**src/sv/pst_fifo.sv**
```systemverilog
// ----------------------------------------------------------------------------
// pst_fifo: small register queue
// First-in first-out buffer with head data shown while not empty.
// ----------------------------------------------------------------------------
module pst_fifo #(
   parameter int WIDTH = 8,
   parameter int DEPTH = 4   // power of two
) (
   input  logic                           clock,
   input  logic                           reset,
   input  logic                           push,
   input  logic [WIDTH-1:0]               din,
   input  logic                           pop,
   output logic [WIDTH-1:0]               dout,
   output logic                           full,
   output logic                           empty,
   output logic [$clog2(DEPTH+1)-1:0]     count
);

   localparam int AW = $clog2(DEPTH);
   localparam int CNTW = $clog2(DEPTH+1);

   logic [WIDTH-1:0] mem_ff [DEPTH];
   logic [AW-1:0]    wr_ptr_ff, wr_ptr_in;
   logic [AW-1:0]    rd_ptr_ff, rd_ptr_in;
   logic [CNTW-1:0]  count_ff, count_in;
   logic             do_push, do_pop;

   assign full    = (count_ff == CNTW'(DEPTH));
   assign empty   = (count_ff == '0);
   assign count   = count_ff;
   assign dout    = mem_ff[rd_ptr_ff];
   assign do_push = push && !full;
   assign do_pop  = pop && !empty;

   always_comb begin
      wr_ptr_in = do_push ? wr_ptr_ff + AW'(1) : wr_ptr_ff;
      rd_ptr_in = do_pop ? rd_ptr_ff + AW'(1) : rd_ptr_ff;
      count_in  = count_ff;
      if (do_push && !do_pop) begin
         count_in = count_ff + CNTW'(1);
      end else if (do_pop && !do_push) begin
         count_in = count_ff - CNTW'(1);
      end
   end

   always_ff @(posedge clock) begin
      if (reset) begin
         wr_ptr_ff <= '0;
         rd_ptr_ff <= '0;
         count_ff  <= '0;
      end else begin
         wr_ptr_ff <= wr_ptr_in;
         rd_ptr_ff <= rd_ptr_in;
         count_ff  <= count_in;
      end
   end

   always_ff @(posedge clock) begin
      if (do_push) begin
         mem_ff[wr_ptr_ff] <= din;
      end
   end

endmodule

```
**config.mk**
```make
export PLATFORM = sky130hd
export DESIGN_NAME = pst_fifo
export DESIGN_NICKNAME = d
export VERILOG_FILES = /design/src/sv/pst_fifo.sv
export SDC_FILE = /design/constraint.sdc
export NUM_CORES = 1
export LEC_CHECK = 0
export BUFFER_PORTS_ARGS = -buffer_cell sky130_fd_sc_hd__buf_2
export CAP_MARGIN = 0
export CORE_ASPECT_RATIO = 0.6
export CORE_MARGIN = 4
export CORE_UTILIZATION = 40
export CTS_BUF_LIST = sky130_fd_sc_hd__clkbuf_2
export CTS_CLUSTER_DIAMETER = 40
export CTS_CLUSTER_SIZE = 12
export DETAILED_ROUTE_END_ITERATION = 10
export HOLD_SLACK_MARGIN = 0.12
export PLACE_DENSITY = 0.66
export SLEW_MARGIN = 25
export SYNTH_ARGS = -nofsm -noshare
export SYNTH_HDL_FRONTEND = slang
export SYNTH_SLANG_ARGS = --single-unit
```
**constraint.sdc**
```tcl
create_clock -name clock -period 4 [get_ports clock]
set_clock_uncertainty 0.05 [all_clocks]
set_input_delay 0.4 -clock clock [delete_from_list [all_inputs] [get_ports clock]]
set_output_delay 0.4 -clock clock [all_outputs]
set_load 0.02 [all_outputs]
```
Word-level counts from Yosys, hierarchy flattened
Memory sizes are Yosys's and may differ from the RTL's. A register that Yosys moved wholly into a read port is not among the register bits.
Index checks and enable logic that the tools add are counted.
Widths: inputs -> output; s select.
{"block": "word_totals", "reg_bits": 7, "mem_bits_rw": 32, "inputBits": 12, "output_inout_bits": 13, "word_cells": 25, "memories": 1}
{"block": "classes", "add_sub_neg": 4, "n_eq_ne": 1, "mux": 6, "n_reduce_logical": 10}
{"memory": "mem_ff", "depth": 4, "word_bits": 8, "rd": 1, "rd_ports_with_merged_regs": 1, "write_ports": 1, "line": "23", "source": "logic [WIDTH-1:0] mem_ff [DEPTH];"}
{"cell": "$mux 3", "n": 2}
{"cell": "$add 2x1->2 const B", "n": 2}
{"cell": "$logic_and 1x1->1", "n": 4}
{"cell": "$logic_not 1->1", "n": 4}
{"cell": "$mux 2", "n": 2}
{"cell": "$add 3x1->3 const B", "n": 1}
{"cell": "$eq 3x3->1 const B", "n": 1}
{"cell": "$logic_not 3->1", "n": 1}
{"cell": "$sub 3x1->3 const B", "n": 1}
{"cell": "$mux 1", "n": 2}
{"cell": "$reduce_bool 2->1", "n": 1}

Logic depth before layout (Yosys ltp)
{"block": "logic_depth", "ltp_word": 7, "depth_mapped": 8, "depth_no_buf": 8}

Least setup slack after synthesis
No wires, ideal clock.
{"block": "synth_path", "kind": "flip-flop to flip-flop", "start": "register count_ff[0] (netlist: count[0])", "end": "register count_ff[2] (netlist: count[2])", "setup_ns": 0.070, "t_arrival_ns": 2.119, "required_time_ns": 3.880, "slack_ns": 1.760, "stages_incl_launch_ff": 9, "n_path_buf": 0, "synth_period_minus_slack_ns": 2.240, "cell_sequence": "dfxtp_1 nor3b_2 nor2_2 ha_1 inv_1 fa_1 xor2_1 or3_1 a21oi_1"}
{"block": "synth_between", "elab_chain_cells": 6, "elab_cells_between_ends": 15, "cone_classes": "add/sub: 2; eq/ne: 1; mux: 2; reduce/logical: 10"}
{"item": "start, declared", "line": "26", "source": "logic [CNTW-1:0] count_ff, count_in;"}
{"item": "start signal, assigned", "line": "55", "source": "count_ff <= count_in;"}
{"item": "$eq 3x3->1 (*)", "line": "29", "source": "assign full = (count_ff == CNTW'(DEPTH));"}
{"item": "via full", "line": "15", "source": "output logic full,"}
{"item": "$logic_not 1->1 (*)", "line": "33", "source": "assign do_push = push && !full;"}
{"item": "$logic_and 1x1->1 (*)", "line": "33"}
{"item": "via do_push", "line": "27", "source": "logic do_push, do_pop;"}
{"item": "$logic_not 1->1", "line": "42", "source": "end else if (do_pop && !do_push) begin"}
{"item": "$logic_and 1x1->1", "line": "42"}
{"item": "$reduce_bool 2->1 (no line)"}
The timed path passes the listed nets; every way through them passes the cells marked *. The select of a mux whose other input is x is not followed.
A chain may end at the register's enable or synchronous reset.

==> results.sh <==
export IMPL_status="finished clean"
export IMPL_wl_per_cell_um=15.6
export IMPL_worst_pin_slew_ns=0.540
export IMPL_maxCapViolations=0
export IMPL_synth_largest_area_cell="edfxtp_1"
export IMPL_die_w_um=90.2
export IMPL_drive_gt1_share_pct=33.1
export IMPL_synth_area_mm2=0.00162
export IMPL_endpoint_kind="output port"
export IMPL_reg2reg_slack_ns=1.76
export IMPL_ys_types=21
export IMPL_cts_setup_buffers=0
export IMPL_first_global_vias=890
export IMPL_syn_instance_count=90
export IMPL_rsz0062_at_grt="no"
export IMPL_p_int_w=0.000780
export IMPL_gp_congestion=0.721
export IMPL_max_freq_mhz=435
export IMPL_dp_hpwl_um=1860
export IMPL_fin_tns_setup_ns=0
export IMPL_hold_path_class="in -> reg"
export IMPL_worstSetupPathType="reg -> out"
export IMPL_final_cell_mix="edfxtp_1 (32), buf_2 (24), dfxtp_1 (9), mux4_2 (8), dlygate4sd3_1 (8)"
export IMPL_die_area_mm2=0.00517
export IMPL_track_usage_pct=11.7
export IMPL_core_mm2=0.00379
export IMPL_wirelength_um=2710
export IMPL_synth_seq_cells=41
export IMPL_antenna_left=0
export IMPL_clk_latency_ns=0.40
export IMPL_power_switching_w=0.000373
export IMPL_reg2reg_depth=8
export IMPL_synth_nets=108
export IMPL_port_buffers=24
export IMPL_area_delta_synth_final_pct=19.3
export IMPL_grt_pass1_wl_um=4410
export IMPL_cp_arrival_ns=1.85
export IMPL_yosysSeqAreaShare_pct=70.4
export IMPL_fillers=311
export IMPL_p_comb_share_pct=29.2
export IMPL_drtIter0Drc=32
export IMPL_swShare_pct=32.4
export IMPL_fin_crit_sh_pct=57.5
export IMPL_post_route_min_period_ns=2.30
export IMPL_slew_violations=0
export IMPL_layout_commonest_cell="edfxtp_1"
export IMPL_nets=144
export IMPL_clockRootBuffer="clkbuf_2"
export IMPL_syn_avg_cell_area_um2=18.0
export IMPL_p_leak_nw=0.713
export IMPL_maxSlewHeadroom_pct=64.0
export IMPL_pwr_share_clk_pct=20.4
export IMPL_antenna_found_initial=0
export IMPL_globalRouteOverflowTotal=0
export IMPL_num_vias=857
export IMPL_p_per_area_mw_per_mm2=596
export IMPL_cp_max_fo=8
export IMPL_cts_sinks=41
export IMPL_vias_per_cell=4.93
export IMPL_critical_path_startpoint_type="flop"
export IMPL_post_route_util_pct=51.1
export IMPL_pwr_share_seq_pct=50.4
export IMPL_hold_viol=0
export IMPL_dieHeight_um=57.3
export IMPL_synth_area_top_cells="edfxtp_1 (59%), dfxtp_1 (11%), mux4_2 (11%)"
export IMPL_cts_tree="yes"
export IMPL_synth_warnings=0
export IMPL_fin_total_pwr_w=0.00115
export IMPL_h_tree_depth=2
export IMPL_r2r_end="count[2]$_SDFFE_PP0P_"
export IMPL_cts_inserted_buffers=5
export IMPL_r2r_start="count[0]$_SDFFE_PP0P_"
export IMPL_grt_max_degree=14
export IMPL_first_pass_iters=7
export IMPL_post_route_drc_count=0
export IMPL_max_clock_path_buffers=2
export IMPL_yosysTopAreaCellShare_pct=59.3
export IMPL_placementRows=17
export IMPL_clkTransAtPathRegs_ns=0.20
export IMPL_ir_drop_uv=257
export IMPL_antenna_cells=0
export IMPL_crit_path_end="dout[6]"
export IMPL_initial_core_util_pct=42.8
export IMPL_crit_required_ns=3.55
export IMPL_cts_resized=0
export IMPL_io_pins=25
export IMPL_setup_viol=0
[cell families (layout without fill, tap and decap cells)]
logic type               after synthesis  count (layout)  share of synthesized area [%]
adder cells (fa/ha/maj)                6               6                           5.10
XOR/XNOR                               4               4                           2.16
AO/OA/AOI/OAI                          6               6                           2.55
AND/OR/NAND/NOR                       16              16                           5.71
multiplexers                          10              10                           12.4
buffers and inverters                  7              44                           1.70
flip-flops                            41              41                           70.4
[layer usage]
layer | GRT usage (%) | vias to the layer above | wire [µm]
li1 | - | 411 | -
met1 | 13.6 | 424 | 1240
met2 | 18.7 | 18 | 1300
met3 | 6.32 | 4 | 131
met4 | 4.58 | 0 | 29
met5 | 0 | - | 0
[power by group through the flow]
stage | Clock (W) | Combinational (W) | Sequential, W
after global placement | 0 | 0.000330 | 0.000592
after global routing | 0.000268 | 0.000365 | 0.000595
after floorplan | 0 | 0.000255 | 0.000570
after detailed placement | 0 | 0.000334 | 0.000594
after CTS | 0.000245 | 0.000337 | 0.000584
final | 0.000235 | 0.000336 | 0.000581
[sequential cells by signal, indices dropped and copies added, names as in the netlist, named ones only]
| register | cells |
|---|---|
| wr_ptr_ff | 2 |
| mem_ff | 32 |
| count | 3 |
| rd_ptr_ff | 2 |
[cells in the mapped netlist]
library cell and number:
ha_1 5, and2_1 4, edfxtp_1 32, mux4_2 8, nor3b_2 1, fa_1 1
inv_1 4, nand2b_1 2, o311ai_1 1, or3_1 2, buf_2 1, nor2_2 1
dfxtp_1 9, nor3_1 1, nor2_1 5, xor2_1 4, o31ai_2 1, o21ai_0 2
mux2i_1 2, clkbuf_1 2, a21oi_1 2
[how the worst min path moves through the flow]
stage | startpoint | to | slack (ns) | depth (start not counted)
after floorplan | wr_ptr_ff[1]$_SDFFE_PP0P_ | wr_ptr_ff[1]$_SDFFE_PP0P_ | 0.43 | 2
after global placement | wr_ptr_ff[1]$_SDFFE_PP0P_ | wr_ptr_ff[1]$_SDFFE_PP0P_ | 0.46 | 2
after detailed placement | rd_ptr_ff[1]$_SDFFE_PP0P_ | flop | 0.47 | 2
after CTS | din[0] | mem_ff[3][0]$_DFFE_PP_ | 0.12 | 1
after global routing | reset | wr_ptr_ff[0]$_SDFFE_PP0P_ | 0.13 | 2
final | reset | wr_ptr_ff[0]$_SDFFE_PP0P_ | 0.19 | 2
[final cells by class]
class	count	area [µm²]	area share, %
Inverter	4	15.0	0.777
Clock inverter	3	41.3	2.14
Multi-Input combinational cell	42	452	23.4
Timing Repair Buffer	32	200	10.4
Sequential cell	41	1140	59.0
Clock buffer	5	25.0	1.29
Tap cell	47	58.8	3.04
[stage by stage]
stage / cells / area [µm²] / hold WS [ns] / setup slack (ns)
after floorplan: 90 / 1620 / 0.432 / 1.76
after detailed placement: 158 / 1790 / 0.468 / 1.79
after global routing: 174 / 1930 / 0.130 / 1.50
final: 174 / 1930 / 0.194 / 1.70
after CTS: 168 / 1870 / 0.123 / 1.61
after global placement: 158 / 1790 / 0.458 / 1.88
[repair_timing]
action                                 4_1_cts  5_1_grt
hold buffers                                 2        6
setup endpoints to repair                    0        0
endpoints found under the hold margin        3       23
[critical path, stage by stage, from the launching register on]
cell and delay, ns:
dfxtp_1 0.70, mux4_2 0.58, buf_2 0.17
Power figures use the tool's default switching activity.
