## src/sv/pst_pkg.sv

```systemverilog
// ----------------------------------------------------------------------------
// pst_pkg: shared types and constants for the point slope traversability block
// Payload structs, register indexes, fixed field widths and default sizes.
// ----------------------------------------------------------------------------
package pst_pkg;

   // Fixed field widths of the transactions
   localparam int COORD_FIELD_WIDTH = 24;
   localparam int COORD_RAW_WIDTH   = 32;   // widest coordinate the block accepts
   localparam int RSP_COUNT_WIDTH   = 11;
   localparam int SLOPE_WIDTH       = 32;   // unsigned Q16.16
   localparam int RATIO_WIDTH       = 17;   // unsigned Q0.16 plus one bit above 1.0
   localparam int FRAC_BITS         = 16;

   // Configuration port
   localparam int CSR_INDEX_WIDTH = 1;
   localparam int CSR_DATA_WIDTH  = 32;
   localparam logic [CSR_INDEX_WIDTH-1:0] CSR_SLOPE_TAN_SQ = 1'd0;
   localparam logic [CSR_INDEX_WIDTH-1:0] CSR_RATIO_LIMIT  = 1'd1;
   localparam logic [SLOPE_WIDTH-1:0] SLOPE_TAN_SQ_RESET = 32'd46143;
   localparam logic [RATIO_WIDTH-1:0] RATIO_LIMIT_RESET  = 17'd9830;

   // Default sizes
   localparam int DEF_MAX_NEIGHBORS = 1024;
   localparam int DEF_COORD_WIDTH   = 24;
   localparam int MID_DEPTH         = 4;
   localparam int OUT_DEPTH         = 8;

   // Width of the count of verdicts in flight: at most six (five stages plus verdict)
   localparam int INFLIGHT_WIDTH = 3;

   typedef struct packed {
      logic signed [COORD_FIELD_WIDTH-1:0] center_x;
      logic signed [COORD_FIELD_WIDTH-1:0] center_y;
      logic signed [COORD_FIELD_WIDTH-1:0] center_z;
      logic signed [COORD_FIELD_WIDTH-1:0] nbr_x;
      logic signed [COORD_FIELD_WIDTH-1:0] nbr_y;
      logic signed [COORD_FIELD_WIDTH-1:0] nbr_z;
      logic                                is_self;
      logic                                last_nbr;
   } req_type;

   typedef struct packed {
      logic                       traversable;
      logic [RSP_COUNT_WIDTH-1:0] steep_count;
      logic [RSP_COUNT_WIDTH-1:0] neighbour_count;
   } rsp_type;

   typedef struct packed {
      logic [SLOPE_WIDTH-1:0] slope_tan_sq;
      logic [RATIO_WIDTH-1:0] ratio_limit;
   } csr_type;

endpackage

```

## src/sv/pst_front.sv

```systemverilog
// ----------------------------------------------------------------------------
// pst_front: intake and classification
// Extracts coordinates, forms absolute axis differences and tags each
// transaction as self or counted neighbour and as end of point.
// ----------------------------------------------------------------------------
module pst_front import pst_pkg::*; #(
   parameter int COORD_WIDTH = DEF_COORD_WIDTH
) (
   input  logic                         req_push,
   input  req_type                      req_data,
   input  logic                         mid_full,
   output logic                         mid_push,
   output logic [3*COORD_WIDTH+1:0]     mid_item
);

   localparam int CW = COORD_WIDTH;

   // Take the low CW bits of the zero-extended field as two's complement
   function automatic logic signed [CW-1:0] coord(input logic [COORD_FIELD_WIDTH-1:0] f);
      logic [COORD_RAW_WIDTH-1:0] raw;
      raw = {{(COORD_RAW_WIDTH-COORD_FIELD_WIDTH){1'b0}}, f};
      return signed'(raw[CW-1:0]);
   endfunction

   function automatic logic [CW-1:0] abs_diff(input logic [COORD_FIELD_WIDTH-1:0] a,
                                              input logic [COORD_FIELD_WIDTH-1:0] b);
      logic signed [CW:0] d;
      logic signed [CW:0] m;
      d = (CW+1)'(coord(a)) - (CW+1)'(coord(b));
      m = d[CW] ? -d : d;
      return m[CW-1:0];
   endfunction

   logic [CW-1:0] adx, ady, adz;

   assign adx = abs_diff(req_data.center_x, req_data.nbr_x);
   assign ady = abs_diff(req_data.center_y, req_data.nbr_y);
   assign adz = abs_diff(req_data.center_z, req_data.nbr_z);

   assign mid_push = req_push && !mid_full;
   assign mid_item = {req_data.is_self, req_data.last_nbr, adx, ady, adz};

endmodule

```

## config.mk

```make
export PLATFORM = sky130hd
export DESIGN_NAME = pst_front
export DESIGN_NICKNAME = d
export VERILOG_FILES = /design/src/sv/pst_pkg.sv /design/src/sv/pst_front.sv
export SDC_FILE = /design/constraint.sdc
export NUM_CORES = 1
export LEC_CHECK = 0
export ABC_CLOCK_PERIOD_IN_PS = 6900
export BUFFER_PORTS_ARGS = -buffer_cell sky130_fd_sc_hd__buf_2
export CAP_MARGIN = 40
export CORE_ASPECT_RATIO = 1.4
export CORE_MARGIN = 5
export CORE_UTILIZATION = 57
export DETAILED_ROUTE_END_ITERATION = 10
export PLACE_DENSITY = 0.95
export SLEW_MARGIN = 20
export SYNTH_ARGS = -nofsm -noshare
export SYNTH_HDL_FRONTEND = slang
export SYNTH_SLANG_ARGS = --single-unit
```

## constraint.sdc

```tcl
create_clock -name vclk -period 6.9
set_input_delay 0.345 -clock vclk [all_inputs]
set_output_delay 0.345 -clock vclk [all_outputs]
set_load 0.02 [all_outputs]
```

# == Word-level counts from Yosys, hierarchy flattened ==
# Index checks and enable logic that the tools add are counted.
# word_totals
ramBits,0
romBits,0
latchBits,0
output_inout_bits,75
register_bits,0
input_bits,148
n_memories,0
elab_cells,11
# classes
muxes,3
n_reduce_logical,2
shifts,0
n_addsub,6
bitwise_logic,0
div,0
n_lt_le_gt_ge,0
eq_ne,0
mul,0
# op_table
cell,count
24-bit by 24-bit subtractor with 25-bit output,3
24-bit 2-to-1 mux,3
24-bit negator,3
1-bit logical AND,1
1-bit logical NOT,1

# == Depth between registers and ports, before layout ==
# Gate-level depths: netlist of the first run.
# depth
word_depth,3
ltp_mapped,15
depth_no_buf,14

# == Worst setup path after synthesis of the first run ==
# Ideal clock, no wire load.
# synth_timing
path_type,input to output
startpoint,input port req_data[122] (netlist bit)
endpoint,output port mid_item[71]
path_stages,14
path_slack_ns,2.894
t_required_ns,6.555
arrival_ns,3.661
cell_sequence,inv_1 ha_1 inv_1 fa_1 a21o_1 nand4_1 a211oi_1 or3_1 a222oi_1 nand4_1 or3b_4 o41ai_1 a211oi_1 nor3_2
# synth_via
elab_chain_len,3
# synth_rtl
element,line_no,text
start: declaration,pst_front.sv:10,"input req_type req_data,"
24-bit by 24-bit subtractor with 25-bit output *,pst_front.sv:29,d = (CW+1)'(coord(a)) - (CW+1)'(coord(b));
24-bit negator,pst_front.sv:30,m = d[CW] ? -d : d;
24-bit 2-to-1 mux *,pst_front.sv:30,
end: declaration,pst_front.sv:13,output logic [3*COORD_WIDTH+1:0] mid_item
# Every way passes the cells marked *; elsewhere a longest branch is shown, timed or not.

# == Final worst setup path of the first run ==
# Ends and elaborated chain as after synthesis.

==> results of run 1 <==
[worst max path at each step]
stage	startpoint	endpoint	slack [ps]	depth (start not counted)
2_1_floorplan	req_data[122]	mid_item[71]	2890	14
3_3_place_gp	req_data[122]	mid_item[71]	2550	16
3_5_place_dp	req_data[122]	mid_item[71]	2410	16
4_1_cts	req_data[122]	mid_item[71]	2380	16
5_1_grt	req_data[50]	mid_item[71]	1930	15
6_report	req_data[122]	mid_item[71]	2280	16
[synth_stat cells, drive strengths merged (4+ instances only)]
cell / number / area share
o211ai: 9 / 0.012
inv: 104 / 0.067
nor2b: 14 / 0.015
nor4: 6 / 0.0075
o21a: 10 / 0.013
clkbuf: 21 / 0.013
a41oi: 4 / 0.0060
o31ai: 9 / 0.012
or2: 8 / 0.0085
a31oi: 17 / 0.018
or3: 9 / 0.0096
o21bai: 5 / 0.0064
nor4b: 4 / 0.0060
and3: 10 / 0.011
nor3b: 6 / 0.0077
xnor2: 71 / 0.11
a211oi: 16 / 0.020
nand2b: 6 / 0.0064
xor2: 40 / 0.060
buf: 4 / 0.0053
a21oi: 94 / 0.081
a311oi: 4 / 0.0060
a21o: 25 / 0.032
and2: 13 / 0.014
nand3: 25 / 0.021
a21boi: 4 / 0.0051
ha: 75 / 0.16
nand4: 9 / 0.0096
o21ai: 58 / 0.050
nand2: 66 / 0.042
o311a: 4 / 0.0068
nor3: 31 / 0.027
nor2: 78 / 0.050
[power breakdown]
part	internal, mW	leakage, nW	switching, mW
sequential	0	0	0
combinational	0.406	3.56	0.686
clock	0	0	0
total	0.406	3.56	0.686
[layer usage]
layer	vias to the layer above	track usage	wire length, um
met1	3418	0.3107	6970
met5	-	0	0
met3	68	0.02999	1388
li1	3647	-	-
met4	0	0.1122	741
met2	347	0.5491	9422
[final cells by class]
class | count | area, um2
fillers | 846 | 2969
inverters | 104 | 390.4
well taps | 135 | 168.9
repair buffers | 222 | 1119
multi-input cells | 777 | 5360
[cells by family (layout without fill, tap and decap cells)]
| family | after synthesis | count (layout) | synth area share |
|---|---|---|---|
| simple gates | 296 | 296 | 0.2532 |
| compound gates | 286 | 286 | 0.3143 |
| buf+inv | 129 | 326 | 0.08540 |
| xor+xnor | 111 | 111 | 0.1659 |
| fa+ha+maj | 78 | 78 | 0.1704 |
| mux | 6 | 6 | 0.01089 |
[metrics by stage]
stage	hold slack, ps	util
finish	690.0	0.7033
global route	690.1	0.7033
CTS	690.1	0.7033
detailed placement	690.1	0.7033
global placement	690.1	0.7026
floorplan	768.1	-
==> results.json, run 1 <==
{
  "status": "finished clean",
  "power.leakage_nw": 3.560,
  "yosysUniqueCellTypes": 72,
  "antenna_found_initial": 0,
  "ioPinCount": 223,
  "die_h_um": 130.0,
  "setup_viol": 0,
  "initial_core_util": 0.5856,
  "num_rows": 43,
  "syn_area_mm2": 0.005861,
  "fp.dieW_um": 95.70,
  "final.period_utilization": 0.6702,
  "ctsHoldBuffers": 0,
  "synth_area_per_cell_um2": 6.469,
  "area_delta_synth_final_pct": 20.09,
  "post_cts_buffers": 0,
  "routed_via_density": 6.042,
  "route.detailed.drc": 0,
  "grt_usage": 0.2853,
  "dpl_cell_area_mm2": 0.007038,
  "grt_pass1_vias": 7267,
  "die_area_mm2": 0.01244,
  "grt_pass1_wl_um": 30300,
  "wire_per_inst_um": 14.96,
  "first_pass_iters": 6,
  "synth_warnings": 0,
  "min_path_type": "primary input to output pin",
  "cts_resized": 0,
  "rsz0062_at_grt": "false",
  "irDropWorstVdd_mv": 0.1253,
  "arrival_ps": 4280,
  "crit_fanout": 5,
  "port_buffers": 219,
  "final_common_cell": "buf_2",
  "seqCellArea_um2": 0,
  "detail-route-antenna-nets": 0,
  "relSlewSlack": 0.4714,
  "fin_ws_ps": 2276,
  "crit_chain": "buf_2 -> inv_1 -> ha_1 -> inv_1 -> fa_1 -> a21o_1 -> nand4_1 -> a211oi_1 -> or3_1 -> a222oi_1 -> nand4_1 -> or3b_4 -> o41ai_1 -> a211oi_1 -> nor3_2 -> buf_2",
  "drive_gt1_frac": 0.2131,
  "nets": 1331,
  "drv_cap": 0,
  "finalInstanceArea_mm2": 0.007038,
  "final_cell_mix": "buf_2, inv_1, a21oi_1",
  "required_ps": 6550,
  "tns_ps": 0,
  "slowest_stage": "a222oi_1",
  "max_freq_mhz": 216.3,
  "final_cells": 1238,
  "cp_top_family": "simple AND/OR/NAND/NOR gates",
  "synth.net_count": 1132,
  "crit_type": "primary input to output pin",
  "layout_min_cycle_time_ps": 4624,
  "grt_max_degree": 19,
  "pre_cts_ws_ps": 2407,
  "finalWirelength_um": 18520,
  "core-area_mm2": 0.01001,
  "antenna_cells": 0,
  "crit_path_end_kind": "output pin",
  "powerDensity_mw_per_mm2": 155.1,
  "grt.overflow.total": 0,
  "clock_buffer_count": 0,
  "hpwl_um": 15960,
  "netlist_instances": 906,
  "first_iter_violations": 402,
  "power_mw": 1.091,
  "flops_and_latches": 0,
  "dp.cells": 1238,
  "whs_endpoint": "mid_item[72]",
  "ys_seq_area_frac": 0,
  "tightest_slew_ps": 782.0,
  "cp_slowest_stage_delay_ps": 540,
  "routabilityCongestion": 0.9730,
  "crit_buf_inv": 4,
  "hold-path-cell-count": 0,
  "finalHoldViolCount": 0,
  "hold_start": "req_data[0]",
  "slew_violations": 0,
  "start_kind": "primary input",
  "num_vias": 7480
}
(Power assumes the default switching activity.)
==> run 2: changes to the inputs <==
--- a/config.mk
+++ b/config.mk
@@ -5,14 +5,15 @@
 export SDC_FILE = /design/constraint.sdc
 export NUM_CORES = 1
 export LEC_CHECK = 0
-export ABC_CLOCK_PERIOD_IN_PS = 6900
+export ABC_AREA = 1
+export ABC_CLOCK_PERIOD_IN_PS = 4400
 export BUFFER_PORTS_ARGS = -buffer_cell sky130_fd_sc_hd__buf_2
 export CAP_MARGIN = 40
 export CORE_ASPECT_RATIO = 1.4
 export CORE_MARGIN = 5
-export CORE_UTILIZATION = 57
+export CORE_UTILIZATION = 55
 export DETAILED_ROUTE_END_ITERATION = 10
-export PLACE_DENSITY = 0.95
+export PLACE_DENSITY = 0.92
 export SLEW_MARGIN = 20
 export SYNTH_ARGS = -nofsm -noshare
 export SYNTH_HDL_FRONTEND = slang
==> constraint.sdc (replaced) <==
create_clock -name vclk -period 4.4
set_input_delay 0.22 -clock vclk [all_inputs]
set_output_delay 0.22 -clock vclk [all_outputs]
set_load 0.02 [all_outputs]
==> run 2 against run 1 <==
Total power rose by 76%. Largest cell class unchanged. Die area rose by 28%. First-iteration DRC count rose by 36%.
==> results.json, run 2 <==
{
  "synth_top_area_cell": "nand2_1",
  "rsz0062_at_grt": "false",
  "routabilityCongestion": 0.9741,
  "cts_resized": 0,
  "grt_usage": 0.2918,
  "port_buffers": 219,
  "max_freq_mhz": 291.2,
  "ys_seq_area_frac": 0,
  "num_rows": 50,
  "drive_gt1_frac": 0.1330,
  "dp.cells": 1949,
  "hold-path-cell-count": 0,
  "synth_area_per_cell_um2": 4.740,
  "first_iter_violations": 546,
  "die_area_mm2": 0.01587,
  "setup_viol": 0,
  "routed_via_density": 5.106,
  "synth.net_count": 1783,
  "synth_most_common_cell": "nand2_1",
  "netlist_instances": 1557,
  "synth_warnings": 0,
  "hpwl_um": 21430,
  "finalHoldViolCount": 0,
  "min_path_type": "primary input to output pin",
  "power.leakage_nw": 5.815,
  "initial_core_util": 0.5565,
  "crit_path_end_kind": "output pin",
  "nets": 1995,
  "hold-worst-slack_ps": 440.1,
  "final_cells": 1949,
  "core-area_mm2": 0.01326,
  "fp.dieW_um": 107.9,
  "arrival_ps": 3210,
  "ctsHoldBuffers": 0,
  "required_ps": 4180,
  "antenna_found_initial": 1,
  "grt_pass1_wl_um": 39560,
  "wire_per_inst_um": 12.38,
  "tns_ps": 0,
  "irDropWorstVdd_mv": 0.1906,
  "flops_and_latches": 0,
  "grt_max_degree": 28,
  "area_delta_synth_final_pct": 17.04,
  "status": "finished clean",
  "route.detailed.drc": 0,
  "relSlewSlack": 0.5151,
  "crit_type": "primary input to output pin",
  "final.period_utilization": 0.7804,
  "synthTopCellsByCount": "nand2_1, inv_1, nor2_1",
  "grt_pass1_vias": 9307,
  "tightest_slew_ps": 726.2,
  "slew_violations": 0,
  "finalWirelength_um": 24130,
  "hold_start": "req_data[0]",
  "final_common_cell": "nand2_1",
  "start_kind": "primary input",
  "seqCellArea_um2": 0,
  "ioPinCount": 223,
  "yosys.area.top_type_share": 0.3199,
  "drv_cap": 0,
  "yosysUniqueCellTypes": 32,
  "grt.overflow.total": 0,
  "synth.area.top_cells": "nand2_1, inv_1, ha_1",
  "whs_endpoint": "mid_item[72]",
  "detail-route-antenna-nets": 0,
  "die_h_um": 147.1,
  "syn_area_mm2": 0.007381,
  "post_cts_buffers": 0,
  "final_cell_mix": "nand2_1, inv_1, buf_2",
  "first_pass_iters": 5,
  "crit_fanout": 22,
  "layout_min_cycle_time_ps": 3434,
  "powerDensity_mw_per_mm2": 222.6,
  "num_vias": 9952,
  "antenna_cells": 0,
  "clock_buffer_count": 0
}
[run 2: cell count changes after synthesis, sizes merged, moves of 21 or more]
cell and change:
a21oi -32, nand4 +21, nor2 +64, nand2 +568, xnor2 -50, inv +238
clkbuf -21, a21o -23, o21ai -29, nand3 +104
[run 2: cells by family (layout without fill, tap and decap cells)]
| group | Yosys count | count (layout) | synth area share |
|---|---|---|---|
| AOI/OAI and AO/OA | 103 | 103 | 0.07476 |
| xor gates and xnor gates | 48 | 48 | 0.05950 |
| and+or+nand+nor | 977 | 977 | 0.5475 |
| adders and majority gates | 78 | 78 | 0.1353 |
| buffers and inverters | 351 | 561 | 0.1829 |
[run 2: final cells by class]
class / count / area [um2]
fillers: 1398 / 4624
inverters: 342 / 1284
multi-input cells: 1206 / 6031
well taps: 182 / 227.7
repair buffers: 219 / 1096
[run 2: through the flow]
step	setup WS [ps]	area, um2	power (mW)	util
detailed placement	1017	8638	1.901	0.6513
global route	639.6	8638	2.136	0.6513
global placement	1113	8638	1.876	0.6513
floorplan	1804	7381	1.367	-
CTS	1012	8638	1.912	0.6513
finish	966.4	8638	1.923	0.6513
[run 2: how the worst max path moves through the flow]
stage	slack [ps]	endpoint	depth (start not counted)	from
finish	970	mid_item[20]	20	req_data[74]
global route	640	mid_item[20]	20	req_data[74]
CTS	1010	mid_item[20]	20	req_data[74]
detailed placement	1020	mid_item[20]	20	req_data[74]
global placement	1110	mid_item[20]	20	req_data[74]
floorplan	1800	mid_item[66]	16	req_data[122]
[run 2: power by group]
| part | internal [mW] | switching (mW) |
|---|---|---|
| clock | 0 | 0 |
| sequential | 0 | 0 |
| combinational | 0.635 | 1.29 |
[run 2: layer usage]
layer / global-route usage / part of all wire / vias to the layer above
met5: 0 / 0.00062 / -
met4: 0.1080 / 0.042 / 2
met3: 0.02110 / 0.063 / 69
met2: 0.5732 / 0.51 / 415
met1: 0.3164 / 0.38 / 4278
li1: - / - / 5188
[run 2: worst max-delay path, cell delays in order]
cell and delay, ps:
buf_2 90, inv_1 40, ha_1 140, inv_1 70, fa_1 430, nand3_1 120, nand2_1 130, nand2_1 90
nand2_1 90, nand3_1 100, nand4_1 100, nand2_1 540, inv_1 290, nor2_1 340, nor2_4 70, nand2_1 60
nand2_1 50, nand2_1 50, inv_1 30, buf_2 140
==> run 3: changes to the inputs <==
--- a/config.mk
+++ b/config.mk
@@ -6,7 +6,7 @@
 export NUM_CORES = 1
 export LEC_CHECK = 0
 export ABC_AREA = 1
-export ABC_CLOCK_PERIOD_IN_PS = 4400
+export ABC_CLOCK_PERIOD_IN_PS = 3240
 export BUFFER_PORTS_ARGS = -buffer_cell sky130_fd_sc_hd__buf_2
 export CAP_MARGIN = 40
 export CORE_ASPECT_RATIO = 1.4
==> constraint.sdc (replaced) <==
create_clock -name vclk -period 3.24
set_input_delay 0.162 -clock vclk [all_inputs]
set_output_delay 0.162 -clock vclk [all_outputs]
set_load 0.02 [all_outputs]
==> run 3 against run 2 <==
Clock-buffer cell count unchanged. Sequential cell count unchanged. Cell area grew 0.43%. Largest cell class unchanged. Critical path type unchanged. Worst hold slack got worse by 120 ps. Via count hardly changed.
==> results.json, run 3 (synthesis results as in run 2) <==
{
  "relSlewSlack": 0.7618,
  "detail-route-antenna-nets": 0,
  "antenna_found_initial": 1,
  "clockPowerShare": 0,
  "max_freq_mhz": 336.8,
  "drv_cap": 0,
  "final_cell_mix": "nand2_1, inv_1, buf_2",
  "powerDensity_mw_per_mm2": 303.8,
  "switchingPower_mw": 1.760,
  "grt_usage": 0.2938,
  "swShare": 0.6677,
  "grt.overflow.total": 0,
  "status": "finished clean",
  "seqCellArea_um2": 0,
  "wire_per_inst_um": 12.51,
  "hpwl_um": 21800,
  "crit_type": "primary input to output pin",
  "grt.met2_usage": 0.5834,
  "slew_violations": 0,
  "cp_slowest_stage_delay_ps": 440,
  "layout_min_cycle_time_ps": 2969,
  "tightest_slew_ps": 357.3,
  "final_common_cell": "nand2_1",
  "p_int_mw": 0.8757,
  "busiest_layer": "met2",
  "cp_top_family": "simple AND/OR/NAND/NOR gates",
  "ioPinCount": 223,
  "irDropWorstVdd_mv": 0.2022,
  "grt_pass1_wl_um": 39600,
  "drive_gt1_frac": 0.1366,
  "initial_core_util": 0.5565,
  "required_ps": 3080,
  "final.period_utilization": 0.9163,
  "use_met1": 0.3055,
  "clock_buffer_count": 0,
  "crit_chain": "buf_2 -> inv_1 -> ha_1 -> inv_1 -> fa_1 -> nand3_1 -> nand3_1 -> nand2_1 -> nand2_1 -> nand2_1 -> nand2_1 -> nand2_1 -> nand2_2 -> xor2_4 -> buf_4 -> o21ai_1 -> xnor2_1 -> inv_1 -> buf_2",
  "die_h_um": 147.1,
  "first_pass_iters": 5,
  "routed_via_density": 5.097,
  "flops_and_latches": 0,
  "fin_ws_ps": 271.2,
  "multi_input_area_mm2": 0.006038,
  "die_area_mm2": 0.01587,
  "grt_pass1_vias": 9409,
  "fp.dieW_um": 107.9,
  "num_rows": 50,
  "p_seq_frac": 0,
  "slowest_stage": "fa_1",
  "dpl_cell_area_mm2": 0.008668,
  "route.detailed.drc": 0,
  "nets": 1999,
  "crit_fanout": 12,
  "tns_ps": 0,
  "setup_viol": 0,
  "arrival_ps": 2810,
  "area_delta_synth_final_pct": 17.55,
  "core-area_mm2": 0.01326,
  "power.leakage_nw": 5.834,
  "finalWirelength_um": 24430,
  "crit_path_end_kind": "output pin",
  "crit_buf_inv": 6,
  "antenna_cells": 0,
  "port_buffers": 219,
  "rsz0062_at_grt": "false",
  "finalHoldViolCount": 0,
  "grt_max_degree": 20,
  "min_path_type": "primary input to output pin",
  "finalInstanceArea_mm2": 0.008676,
  "power_mw": 2.635,
  "start_kind": "primary input",
  "power_frac_comb": 1.000,
  "pre_cts_ws_ps": 302.6,
  "grtUsageMet3": 0.02505,
  "fill_cells": 1380,
  "routabilityCongestion": 1.081,
  "cpMostUsedCell": "nand2_1",
  "first_iter_violations": 526,
  "num_vias": 9954
}
run 3: cell count changes in the layout (fill, tap and decap cells not counted):
cell     before  now
buf_4         0    4
nor2_1      139  137
nor2_2        2    4
nand2_1     629  628
nand2_2       5    6
run 3: repair_timing:
item / in CTS / in global routing
buffers inserted: 0 / 0
hold endpoints to repair: 0 / 0
hold buffers: 0 / 0
gates resized for setup: 0 / 3
setup endpoints to repair: 0 / 5
run 3: cell type report:
class / count / share of cell area
multi-input cells: 1206 / 0.6960
inverters: 342 / 0.1480
repair buffers: 223 / 0.1298
well taps: 182 / 0.02625
run 3: power by group through the flow:
stage | Combinational [mW] | Sequential, mW | Clock, mW
6_report | 2.64 | 0 | 0
5_1_grt | 2.92 | 0 | 0
4_1_cts | 2.62 | 0 | 0
3_5_place_dp | 2.60 | 0 | 0
3_3_place_gp | 2.57 | 0 | 0
2_1_floorplan | 1.86 | 0 | 0
run 3: worst paths after layout:
kind | end | start | cells after the start
setup / recovery | mid_item[35] | req_data[98] | 19
hold / removal | mid_item[72] | req_data[0] | 0
run 3: layer usage:
metal  vias to the layer above  part of all wire
li1                       5193                 -
met1                      4293              0.38
met2                       381              0.51
met3                        87             0.064
met4                         0             0.045
met5                         -                 0
run 3: per-stage QoR:
step / util / hold WS [ps] / cells
floorplan: - / 403.8 / 1557
global placement: 0.6536 / 324.3 / 1953
detailed placement: 0.6536 / 324.3 / 1953
CTS: 0.6536 / 324.3 / 1953
global route: 0.6542 / 324.0 / 1953
finish: 0.6542 / 324.1 / 1953
